**config.mk**
```make
export PLATFORM = sky130hd
export DESIGN_NAME = stx_length_checksum_framer_core
export DESIGN_NICKNAME = d
export VERILOG_FILES = /design/src/design/slcf_pkg.sv /design/src/design/slcf_front.sv /design/src/design/slcf_queue.sv /design/src/design/slcf_back.sv /design/src/design/stx_length_checksum_framer_core.sv
export SDC_FILE = /design/constraint.sdc
export NUM_CORES = 1
export LEC_CHECK = 0
export ABC_AREA = 1
export BUFFER_PORTS_ARGS = -buffer_cell sky130_fd_sc_hd__buf_2
export CAP_MARGIN = 20
export CORE_MARGIN = 8
export CORE_UTILIZATION = 52
export DETAILED_ROUTE_END_ITERATION = 6
export GPL_TIMING_DRIVEN = 0
export PLACE_DENSITY_LB_ADDON = 0.05
export REMOVE_ABC_BUFFERS = 1
export SLEW_MARGIN = 30
export SYNTH_ARGS = -nofsm -noshare
export SYNTH_HDL_FRONTEND = slang
export SYNTH_HIERARCHICAL = 1
export SYNTH_SLANG_ARGS = --single-unit
```
**constraint.sdc**
```tcl
create_clock -name clock -period 3.5 [get_ports clock]
set_clock_uncertainty 0.2 [all_clocks]
set_input_delay 0.7 -clock clock [delete_from_list [all_inputs] [get_ports clock]]
set_output_delay 0.7 -clock clock [all_outputs]
set_load 0.005 [all_outputs]
```
**src/design/slcf_pkg.sv**
```systemverilog
package slcf_pkg;

   localparam int QUEUE_DEPTH = 4;

   localparam logic [7:0] STX_BYTE = 8'h02;
   localparam logic [7:0] ETX_BYTE = 8'h03;
   localparam logic [7:0] SUM_SEED = 8'h80;

   localparam int NUM_PARTS   = 6;
   localparam int PART_STX    = 0;
   localparam int PART_LEN_LO = 1;
   localparam int PART_LEN_HI = 2;
   localparam int PART_DATA   = 3;
   localparam int PART_CKSUM  = 4;
   localparam int PART_ETX    = 5;

   localparam logic [1:0] REG_DELIMITERS   = 2'd0;
   localparam logic [1:0] REG_LENGTH_FIELD = 2'd1;
   localparam logic [1:0] REG_CHECKSUM     = 2'd2;

   typedef struct packed {
      logic delimiters_on;
      logic length_field_on;
      logic checksum_on;
   } cfg_type;

   typedef struct packed {
      logic [NUM_PARTS-1:0] parts;
      logic                 frame_last;
      logic [7:0]           payload_byte;
      logic [15:0]          payload_length;
      logic [7:0]           checksum;
   } desc_type;

   localparam int DESC_WIDTH = $bits(desc_type);

endpackage

```
**src/design/slcf_front.sv**
```systemverilog
module slcf_front (
   input  logic                clock,
   input  logic                reset,
   input  slcf_pkg::cfg_type   cfg,
   input  logic                req_tvalid,
   output logic                req_tready,
   input  logic [23:0]         req_tdata,   // payload_byte, payload_length
   input  logic                req_tlast,
   input  logic [1:0]          req_tuser,   // first_item, empty_frame
   output logic                push_valid,
   input  logic                push_ready,
   output slcf_pkg::desc_type  push_desc
);

   logic [7:0] running_sum_ff;
   logic [7:0] running_sum_in;
   logic       inside_frame_ff;
   logic       inside_frame_in;

   logic       empty;
   logic       first;
   logic       last;
   logic       drop;
   logic       accept;
   logic [7:0] sum_base;
   logic [7:0] sum_new;
   logic [slcf_pkg::NUM_PARTS-1:0] parts;

   always_comb begin
      empty    = req_tuser[1];
      first    = empty | req_tuser[0];
      last     = empty | req_tlast;
      drop     = !first && !inside_frame_ff;
      sum_base = first ? slcf_pkg::SUM_SEED : running_sum_ff;
      sum_new  = empty ? sum_base : sum_base + req_tdata[7:0];

      parts = '0;
      parts[slcf_pkg::PART_STX]    = first & cfg.delimiters_on;
      parts[slcf_pkg::PART_LEN_LO] = first & cfg.length_field_on;
      parts[slcf_pkg::PART_LEN_HI] = first & cfg.length_field_on;
      parts[slcf_pkg::PART_DATA]   = !empty;
      parts[slcf_pkg::PART_CKSUM]  = last & cfg.checksum_on;
      parts[slcf_pkg::PART_ETX]    = last & cfg.delimiters_on;

      push_desc.parts          = parts;
      push_desc.frame_last     = last;
      push_desc.payload_byte   = req_tdata[7:0];
      push_desc.payload_length = req_tdata[23:8];
      push_desc.checksum       = sum_new;

      req_tready = push_ready;
      push_valid = req_tvalid && !drop && (parts != '0);
      accept     = req_tvalid && req_tready;

      running_sum_in  = running_sum_ff;
      inside_frame_in = inside_frame_ff;
      if (accept && !drop) begin
         if (last) begin
            running_sum_in  = slcf_pkg::SUM_SEED;
            inside_frame_in = 1'b0;
         end else begin
            running_sum_in  = sum_new;
            inside_frame_in = 1'b1;
         end
      end
   end

   always_ff @(posedge clock) begin
      if (reset) begin
         running_sum_ff  <= slcf_pkg::SUM_SEED;
         inside_frame_ff <= 1'b0;
      end else begin
         running_sum_ff  <= running_sum_in;
         inside_frame_ff <= inside_frame_in;
      end
   end

endmodule

```
**src/design/slcf_queue.sv**
```systemverilog
module slcf_queue #(
   parameter int WIDTH = slcf_pkg::DESC_WIDTH,
   parameter int DEPTH = slcf_pkg::QUEUE_DEPTH
) (
   input  logic             clock,
   input  logic             reset,
   input  logic             push_valid,
   output logic             push_ready,
   input  logic [WIDTH-1:0] push_data,
   output logic             pop_valid,
   input  logic             pop_ready,
   output logic [WIDTH-1:0] pop_data
);

   localparam int PTR_W = $clog2(DEPTH);
   localparam int CNT_W = $clog2(DEPTH + 1);

   logic [WIDTH-1:0] mem_ff [DEPTH];
   logic [PTR_W-1:0] wr_ptr_ff;
   logic [PTR_W-1:0] wr_ptr_in;
   logic [PTR_W-1:0] rd_ptr_ff;
   logic [PTR_W-1:0] rd_ptr_in;
   logic [CNT_W-1:0] count_ff;
   logic [CNT_W-1:0] count_in;
   logic             do_push;
   logic             do_pop;

   always_comb begin
      push_ready = (count_ff != CNT_W'(DEPTH));
      pop_valid  = (count_ff != '0);
      pop_data   = mem_ff[rd_ptr_ff];
      do_push    = push_valid && push_ready;
      do_pop     = pop_valid && pop_ready;

      wr_ptr_in = wr_ptr_ff;
      if (do_push) begin
         wr_ptr_in = (wr_ptr_ff == PTR_W'(DEPTH - 1)) ? '0 : wr_ptr_ff + 1'b1;
      end
      rd_ptr_in = rd_ptr_ff;
      if (do_pop) begin
         rd_ptr_in = (rd_ptr_ff == PTR_W'(DEPTH - 1)) ? '0 : rd_ptr_ff + 1'b1;
      end
      count_in = count_ff;
      if (do_push && !do_pop) begin
         count_in = count_ff + 1'b1;
      end else if (do_pop && !do_push) begin
         count_in = count_ff - 1'b1;
      end
   end

   always_ff @(posedge clock) begin
      if (reset) begin
         wr_ptr_ff <= '0;
         rd_ptr_ff <= '0;
         count_ff  <= '0;
      end else begin
         wr_ptr_ff <= wr_ptr_in;
         rd_ptr_ff <= rd_ptr_in;
         count_ff  <= count_in;
      end
   end

   always_ff @(posedge clock) begin
      if (do_push) begin
         mem_ff[wr_ptr_ff] <= push_data;
      end
   end

endmodule

```
**src/design/slcf_back.sv**
```systemverilog
module slcf_back (
   input  logic                clock,
   input  logic                reset,
   input  logic                pop_valid,
   output logic                pop_ready,
   input  slcf_pkg::desc_type  pop_desc,
   output logic                rsp_tvalid,
   input  logic                rsp_tready,
   output logic [7:0]          rsp_tdata,   // frame_byte
   output logic                rsp_tlast    // frame_end
);

   localparam int NP = slcf_pkg::NUM_PARTS;

   logic [NP-1:0] done_ff;
   logic [NP-1:0] done_in;
   logic          rsp_tvalid_ff;
   logic          rsp_tvalid_in;
   logic [7:0]    rsp_tdata_ff;
   logic          rsp_tlast_ff;

   logic [NP-1:0] remaining;
   logic [NP-1:0] pick;
   logic [NP-1:0] rest;
   logic          advance;
   logic          emit;
   logic [7:0]    sel_byte;

   always_comb begin
      remaining = pop_desc.parts & ~done_ff;
      pick      = remaining & (~remaining + NP'(1));
      rest      = remaining & ~pick;
      advance   = !rsp_tvalid_ff || rsp_tready;
      emit      = pop_valid && advance;
      pop_ready = emit && (rest == '0);

      if (pick[slcf_pkg::PART_STX]) begin
         sel_byte = slcf_pkg::STX_BYTE;
      end else if (pick[slcf_pkg::PART_LEN_LO]) begin
         sel_byte = pop_desc.payload_length[7:0];
      end else if (pick[slcf_pkg::PART_LEN_HI]) begin
         sel_byte = pop_desc.payload_length[15:8];
      end else if (pick[slcf_pkg::PART_DATA]) begin
         sel_byte = pop_desc.payload_byte;
      end else if (pick[slcf_pkg::PART_CKSUM]) begin
         sel_byte = pop_desc.checksum;
      end else begin
         sel_byte = slcf_pkg::ETX_BYTE;
      end

      rsp_tvalid_in = advance ? emit : rsp_tvalid_ff;
      done_in       = done_ff;
      if (emit) begin
         done_in = (rest == '0) ? '0 : (done_ff | pick);
      end
   end

   always_ff @(posedge clock) begin
      if (reset) begin
         rsp_tvalid_ff <= 1'b0;
         done_ff       <= '0;
      end else begin
         rsp_tvalid_ff <= rsp_tvalid_in;
         done_ff       <= done_in;
      end
   end

   always_ff @(posedge clock) begin
      if (emit) begin
         rsp_tdata_ff <= sel_byte;
         rsp_tlast_ff <= pop_desc.frame_last && (rest == '0);
      end
   end

   assign rsp_tvalid = rsp_tvalid_ff;
   assign rsp_tdata  = rsp_tdata_ff;
   assign rsp_tlast  = rsp_tlast_ff;

endmodule

```
**src/design/stx_length_checksum_framer_core.sv**
```systemverilog
// a taken req beat passes the descriptor queue and then the output register before rsp
// req takes one beat per cycle for payload beats while the queue has room; a beat that
// opens or closes a frame yields up to six framed bytes via the single output register
// a four-entry descriptor queue lets req run ahead of rsp during header and trailer bytes
// reset is synchronous: queue and output empty, checksum seed 0x80, all enables set to 1
module stx_length_checksum_framer_core #(
   parameter int QUEUE_DEPTH = slcf_pkg::QUEUE_DEPTH
) (
   input  logic        clock,
   input  logic        reset,
   input  logic        req_tvalid,
   output logic        req_tready,
   input  logic [23:0] req_tdata,   // payload_byte, payload_length
   input  logic        req_tlast,   // last_item
   input  logic [1:0]  req_tuser,   // first_item, empty_frame
   output logic        rsp_tvalid,
   input  logic        rsp_tready,
   output logic [7:0]  rsp_tdata,   // frame_byte
   output logic        rsp_tlast,   // frame_end
   input  logic        csr_psel,
   input  logic        csr_penable,
   input  logic        csr_pwrite,
   input  logic [3:0]  csr_paddr,
   input  logic [31:0] csr_pwdata,
   output logic [31:0] csr_prdata,
   output logic        csr_pready
);

   slcf_pkg::cfg_type  cfg_ff;
   slcf_pkg::cfg_type  cfg_in;
   logic               csr_write;

   logic               push_valid;
   logic               push_ready;
   slcf_pkg::desc_type push_desc;
   logic               pop_valid;
   logic               pop_ready;
   slcf_pkg::desc_type pop_desc;

   assign csr_pready = 1'b1;
   assign csr_write  = csr_psel && csr_penable && csr_pwrite && csr_pready;

   always_comb begin
      cfg_in = cfg_ff;
      if (csr_write) begin
         unique case (csr_paddr[3:2])
            slcf_pkg::REG_DELIMITERS:   cfg_in.delimiters_on   = csr_pwdata[0];
            slcf_pkg::REG_LENGTH_FIELD: cfg_in.length_field_on = csr_pwdata[0];
            slcf_pkg::REG_CHECKSUM:     cfg_in.checksum_on     = csr_pwdata[0];
            default:                    cfg_in = cfg_ff;
         endcase
      end
      unique case (csr_paddr[3:2])
         slcf_pkg::REG_DELIMITERS:   csr_prdata = {31'd0, cfg_ff.delimiters_on};
         slcf_pkg::REG_LENGTH_FIELD: csr_prdata = {31'd0, cfg_ff.length_field_on};
         slcf_pkg::REG_CHECKSUM:     csr_prdata = {31'd0, cfg_ff.checksum_on};
         default:                    csr_prdata = '0;
      endcase
   end

   always_ff @(posedge clock) begin
      if (reset) begin
         cfg_ff <= '{delimiters_on: 1'b1, length_field_on: 1'b1, checksum_on: 1'b1};
      end else begin
         cfg_ff <= cfg_in;
      end
   end

   slcf_front u_front (
      .clock      (clock),
      .reset      (reset),
      .cfg        (cfg_ff),
      .req_tvalid (req_tvalid),
      .req_tready (req_tready),
      .req_tdata  (req_tdata),
      .req_tlast  (req_tlast),
      .req_tuser  (req_tuser),
      .push_valid (push_valid),
      .push_ready (push_ready),
      .push_desc  (push_desc)
   );

   slcf_queue #(
      .WIDTH (slcf_pkg::DESC_WIDTH),
      .DEPTH (QUEUE_DEPTH)
   ) u_queue (
      .clock      (clock),
      .reset      (reset),
      .push_valid (push_valid),
      .push_ready (push_ready),
      .push_data  (push_desc),
      .pop_valid  (pop_valid),
      .pop_ready  (pop_ready),
      .pop_data   (pop_desc)
   );

   slcf_back u_back (
      .clock      (clock),
      .reset      (reset),
      .pop_valid  (pop_valid),
      .pop_ready  (pop_ready),
      .pop_desc   (pop_desc),
      .rsp_tvalid (rsp_tvalid),
      .rsp_tready (rsp_tready),
      .rsp_tdata  (rsp_tdata),
      .rsp_tlast  (rsp_tlast)
   );

endmodule

```
* Yosys cells after proc, flatten, opt, wreduce, memory -nomap -nowiden
Memories as Yosys holds them, arrays and structs flattened. A register that Yosys moved wholly into a read port is not among the register bits.
Cells that the tools add are included.
** Storage, ports and cells
- Input port bits :: 70
- RAM bits :: 156
- Word-level logic and storage cells :: 85
- Flip-flop bits (word level) :: 35
- Memories kept :: 1
- Output and inout bits :: 44
** Cells by class
- Reduce and logical (&&, ||, !) cells :: 30
- Bitwise logic cells :: 13
- Eq/ne operators :: 5
- Muxes and demuxes :: 18
- Add/sub/neg operators :: 6
** Memory list
- u_queue.mem_ff :: depth 4, width 39, rd ports 1, clocked after Yosys merged registers in 1, wr ports 1, RTL line slcf_queue.sv:18 : logic [WIDTH-1:0] mem_ff [DEPTH];
** Operators with widths (number)
- two-way mux 8 bit :: 7
- bitwise AND 6 bit :: 3
- NOT 6 bit :: 3
- logical AND 1 bit :: 14
- adder 8 bit :: 1
- two-way mux 2 bit :: 4
- logical NOT 1 bit :: 7
- adder 6 x 1 -> 6 bit (second input constant) :: 1
- == test 2 bit (second input constant) :: 3
- logical NOT 6 bit :: 1
- two-way mux 3 bit :: 2
- two-way mux 6 bit :: 1
- bitwise OR 6 bit :: 1
- AND reduction 2 bit :: 3
- nonzero test 6 bit :: 1
- adder 2 x 1 -> 2 bit (second input constant) :: 2
- bitwise AND 1 bit :: 4
- adder 3 x 1 -> 3 bit (second input constant) :: 1
- two-way mux 1 bit :: 3
- inequality test 3 bit (second input constant) :: 1
- case mux 1 bit (3 select lines) :: 1
- nonzero test 3 bit :: 1
- subtractor 3 x 1 -> 3 bit (second input constant) :: 1
- == test 2 x 1 -> 1 bit (second input constant) :: 1
- other kinds (4) :: 5

* Logic depth before layout (Yosys ltp)
- Depth after elaboration :: 13
- Mapped depth :: 22
- Mapped depth without buffers :: 20

* Hierarchy
The synthesis kept the hierarchy.
** By module, submodules not included
- slcf_queue :: area each 6283.5 um^2, seq. area each 4864.7 um^2, cells each 447, instances 1
- slcf_front :: area each 1094.8 um^2, seq. area each 180.2 um^2, cells each 173, instances 1
- slcf_back :: area each 955.9 um^2, seq. area each 410.4 um^2, cells each 127, instances 1
- stx_length_checksum_framer_core :: area each 434.2 um^2, seq. area each 60.1 um^2, cells each 62, instances 1

* Worst setup path after synthesis
Ideal clock, no wire load.
- Kind :: input port to flip-flop
- Start point :: input port req_tuser[1]
- End point :: memory u_queue/mem_ff[0][0] (netlist bit), enable pin
- Cell stages on the path :: 7
- Library setup time :: 435 ps
- Path slack :: -243 ps
- Required time :: 2865 ps
- Path buffers :: 1
- Arrival time :: 3108 ps
- Cell sequence :: buf_6 nor2_4 nand2_4 nand2_1 a41oi_1 nand2_1 nor2_1
** Between the ends
- Word-level cells in the longest chain between the ends :: 9
- Elaborated cells on any way between the ends :: 16
- Classes of those cells :: mux (2); bitwise (6); reduce/logical (8)
** RTL lines
- start, declared :: RTL line stx_length_checksum_framer_core.sv:15 : input logic [1:0] req_tuser,
- branches (longest 5 deep; another with nonzero test 6 bit)
- logical AND 1 bit (*) :: RTL line slcf_front.sv:52 : push_valid = req_tvalid && !drop && (parts != '0);
- via push_valid :: RTL line stx_length_checksum_framer_core.sv:33 : logic push_valid;
- logical AND 1 bit (*) :: RTL line slcf_queue.sv:32 : do_push = push_valid && push_ready;
- two-way mux 1 bit (*) :: RTL line slcf_queue.sv:64 : if (do_push) begin
- two-way mux 1 bit (implied by the code) (*) :: RTL line slcf_queue.sv:65 : mem_ff[wr_ptr_ff] <= push_data;
- end, declared :: RTL line slcf_queue.sv:18
Mark *: on every way through the listed nets, which the timed path passes.

==> results.cfg <==
[run_status]
outcome = completed

[clock_tree]
cts_made_buffers = 17
clock_sinks = 193
cts_tree = yes
cts_htree_levels = 4
cts.path.max_buffers = 2
root_buffer = clkbuf_16
clk_pin_slew_worst_paths_ps = 60
hold_buffers = 0
clk_latency_ps = 420

[die]
dieArea_mm2 = 0.02127
core_area_mm2 = 0.01652
chipWidth_um = 145.9
io_pins = 114
start_util_pct = 53.06
rows = 47
fp.dieH_um = 145.9

[place]
place_congestion = 0.7665
io_buffers = 48
dpl.hpwl_mm = 11.98
dpl.cell_count = 1033

[logic_synthesis]
synthMostInstantiatedCell = edfxtp_1
yosys_warnings = 6
ys_types = 41
synthFlopType = edfxtp_1
synthArstFlopShare_pct = 0
synth-seq-cells = 193
yosysSeqAreaShare_pct = 62.90
yosys.area.top_type = edfxtp_1
postSynthCellCount = 809
synth_top_area_share_pct = 56.51
syn_area_mm2 = 0.008768
synthesis.area_per_instance_um2 = 10.84
synth_edf_count = 165
ys_top_cells_by_count = edfxtp_1, nor2_1, nand2_1
synth.area.top_cells = edfxtp_1, dfxtp_1, nor2_1

[pwr]
p_leak_nw = 3.799
cellPowerDensity_mw_per_mm2 = 544.1
totalPowerFinal_mw = 5.289
vdd_drop_max_mv = 0.3777

[setup_path]
cp_top_family = simple AND/OR/NAND/NOR gates
cp_max_fo = 78
r2r_setup_slack_ps = 300
crit_end = u_queue/count_ff[1]
cp-start-kind = flop
arrival_ps = 3310
path_buf_inv = 4
timing.rr.end = u_queue/count_ff[1]
path_cells = buf_16 -> clkinv_16 -> o21ai_0 -> o22ai_1 -> nand2_2 -> nand2_2 -> nor2_2 -> nand2_1 -> nand2_2 -> nand4_2 -> inv_2 -> nand2_1 -> ha_1 -> inv_1 -> fa_1 -> o21ai_0 -> nor2_1
critPathKind = reg -> reg
rr_worst_depth = 17
crit_top_cell = nand2_2
crit_required_ps = 3610
setup.worst_path.end_class = flop
slowest_stage = fa_1
cp_num_cells = 17
slowest_delay_ps = 400

[hold_path]
hold_class = reg -> reg
worstHoldStart = u_front/running_sum_ff[0]

[drt]
postRouteAntennaNets = 0
drcViolationCount = 0
routedWlPerCell_um = 16.96
dr_total_vias = 5584
m1WireLength_mm = 8.167
wl_met2_mm = 8.724
dr.max_layer_used = met4
drtIter0Drc = 259
met3WireLength_mm = 1.055
routed_wl_mm = 18.15
drt_first_pass_iters = 4
viasPerCell = 5.219

[cells_and_area]
fin_util_pct = 58.83
layoutNonFillerInstCount = 1070
seq_area_mm2 = 0.005523
insertedDiodeCount = 0
fillers = 1359
multi_input_area_mm2 = 0.002480
nets = 922
drive_gt1_share_pct = 15.65
area_growth_syn_to_layout_pct = 10.87

[timing]
max_freq_mhz = 312.3
tightest_slew_ps = 670.0
final_max_slew_viol_count = 0
finalHoldViolCount = 0
slew_headroom_pct = 55.23
tns_ps = 0
rsz0062_at_grt = no
hold_ws_ps = 267.1
min_period_over_period_pct = 91.47
period_minus_slack_ps = 3202
setup_viol = 0

[global_routing]
antenna_found_initial = 0
grt_pass1_wl_mm = 29.10
track_usage_pct = 17.44
grt_pass1_vias = 5625
grt_overflow = 0
grt_max_degree = 79

[job]
maxCapViolCount = 0
## worst reg2reg max path, delay by kind of cell (launching register included)
family | cells | cell delay, ps
buffers and inverters | 4 | 540
and+or+nand+nor | 8 | 780
DFF | 1 | 370
adders and majority gates | 2 | 630
AOI/OAI and AO/OA | 3 | 570
## worst min path at each step
stage / to / slack, ps / cells past startpoint
after floorplan: u_front/inside_frame_ff / 240 / 2
after global placement: u_front/running_sum_ff[0] / 250 / 2
after detailed placement: u_front/running_sum_ff[0] / 260 / 2
after CTS: u_front/running_sum_ff[0] / 270 / 2
after global routing: u_queue/mem_ff[1][23] / 280 / 1
final: u_front/running_sum_ff[0] / 270 / 2
## cells in the final DEF, fill, tap and decap left out, types with 2 or more instances in the layout
master      count
inv_2           7
and3_1          2
dfxtp_1        26
nand3b_1        4
nor2_2          7
buf_8           6
buf_2          48
clkinvlp_4      3
nor2_8          3
nand2_4         5
buf_4           3
conb_1         32
clkinv_4        3
inv_6           3
o22ai_1        38
edfxtp_1      165
o21ai_0        75
o21ai_1         5
clkbuf_1        2
dfxtp_4         2
a21oi_1        19
buf_16          7
clkbuf_16      18
nand4_1        10
ha_1           13
nand2_1       105
inv_1          68
nand3_1        20
fa_1            2
clkinv_1        5
nand2_2         6
xor2_1          3
nor2_4          5
nor2_1        117
## power by group
group / switching (mW) / internal (mW)
sequential: 0.0538 / 2.69
combinational: 0.504 / 0.252
clock: 0.810 / 0.979
## metrics by stage
stage	worst slack (ps)	instance area, um^2
after floorplan	-729.7	8258
after global placement	-2289	8773
final	298.4	9722
after global routing	32.78	9722
after detailed placement	-379.3	9069
after CTS	33.39	9642
## per-layer routing
| metal | vias to the layer above | GRT usage, % |
|---|---|---|
| met5 | - | 0 |
| met4 | 0 | 6.299 |
| met3 | 15 | 4.447 |
| met2 | 140 | 29.02 |
| met1 | 2705 | 21.56 |
| li1 | 2724 | - |
## sequential cells by signal (all words and copies together) (netlist names), named ones only
name,flops
u_queue/mem_ff,156
u_back/rsp_tdata,8
u_front/running_sum_ff,8
u_back/done_ff,6
cfg_ff,3
u_queue/count_ff,3
u_queue/rd_ptr_ff,2
u_queue/wr_ptr_ff,2
u_back/rsp_tlast,1
u_back/rsp_tvalid,1
u_front/inside_frame_ff,1
## cell type report
| type | instances | share of cell area, % |
|---|---|---|
| Tap cell | 220 | 2.831 |
| Multi-Input combinational cell | 481 | 25.51 |
| Clock buffer | 19 | 4.453 |
| Timing Repair Buffer | 65 | 5.869 |
| Sequential cell | 193 | 56.81 |
| Clock inverter | 13 | 1.158 |
| Inverter | 79 | 3.372 |
## cell families (layout without fill, tap and decap cells)
group                    count (synthesis)  after routing  share of synthesized area, %
buffers and inverters                  165            176                         10.52
other                                    2             32                       0.08565
adder cells (fa/ha/maj)                 15             15                         2.312
AO/OA/AOI/OAI                          142            142                         8.833
AND/OR/NAND/NOR                        289            289                         15.05
flip-flops                             193            193                         62.90
XOR/XNOR                                 3              3                        0.2997
## timing repair
action,4_1_cts,5_1_grt
setup endpoints to repair,2,2
cloned,0,1
gates resized for setup,4,10
setup buffers,1,3
hold endpoints to repair,0,0
Note: power is estimated with default switching activity, not from simulation.
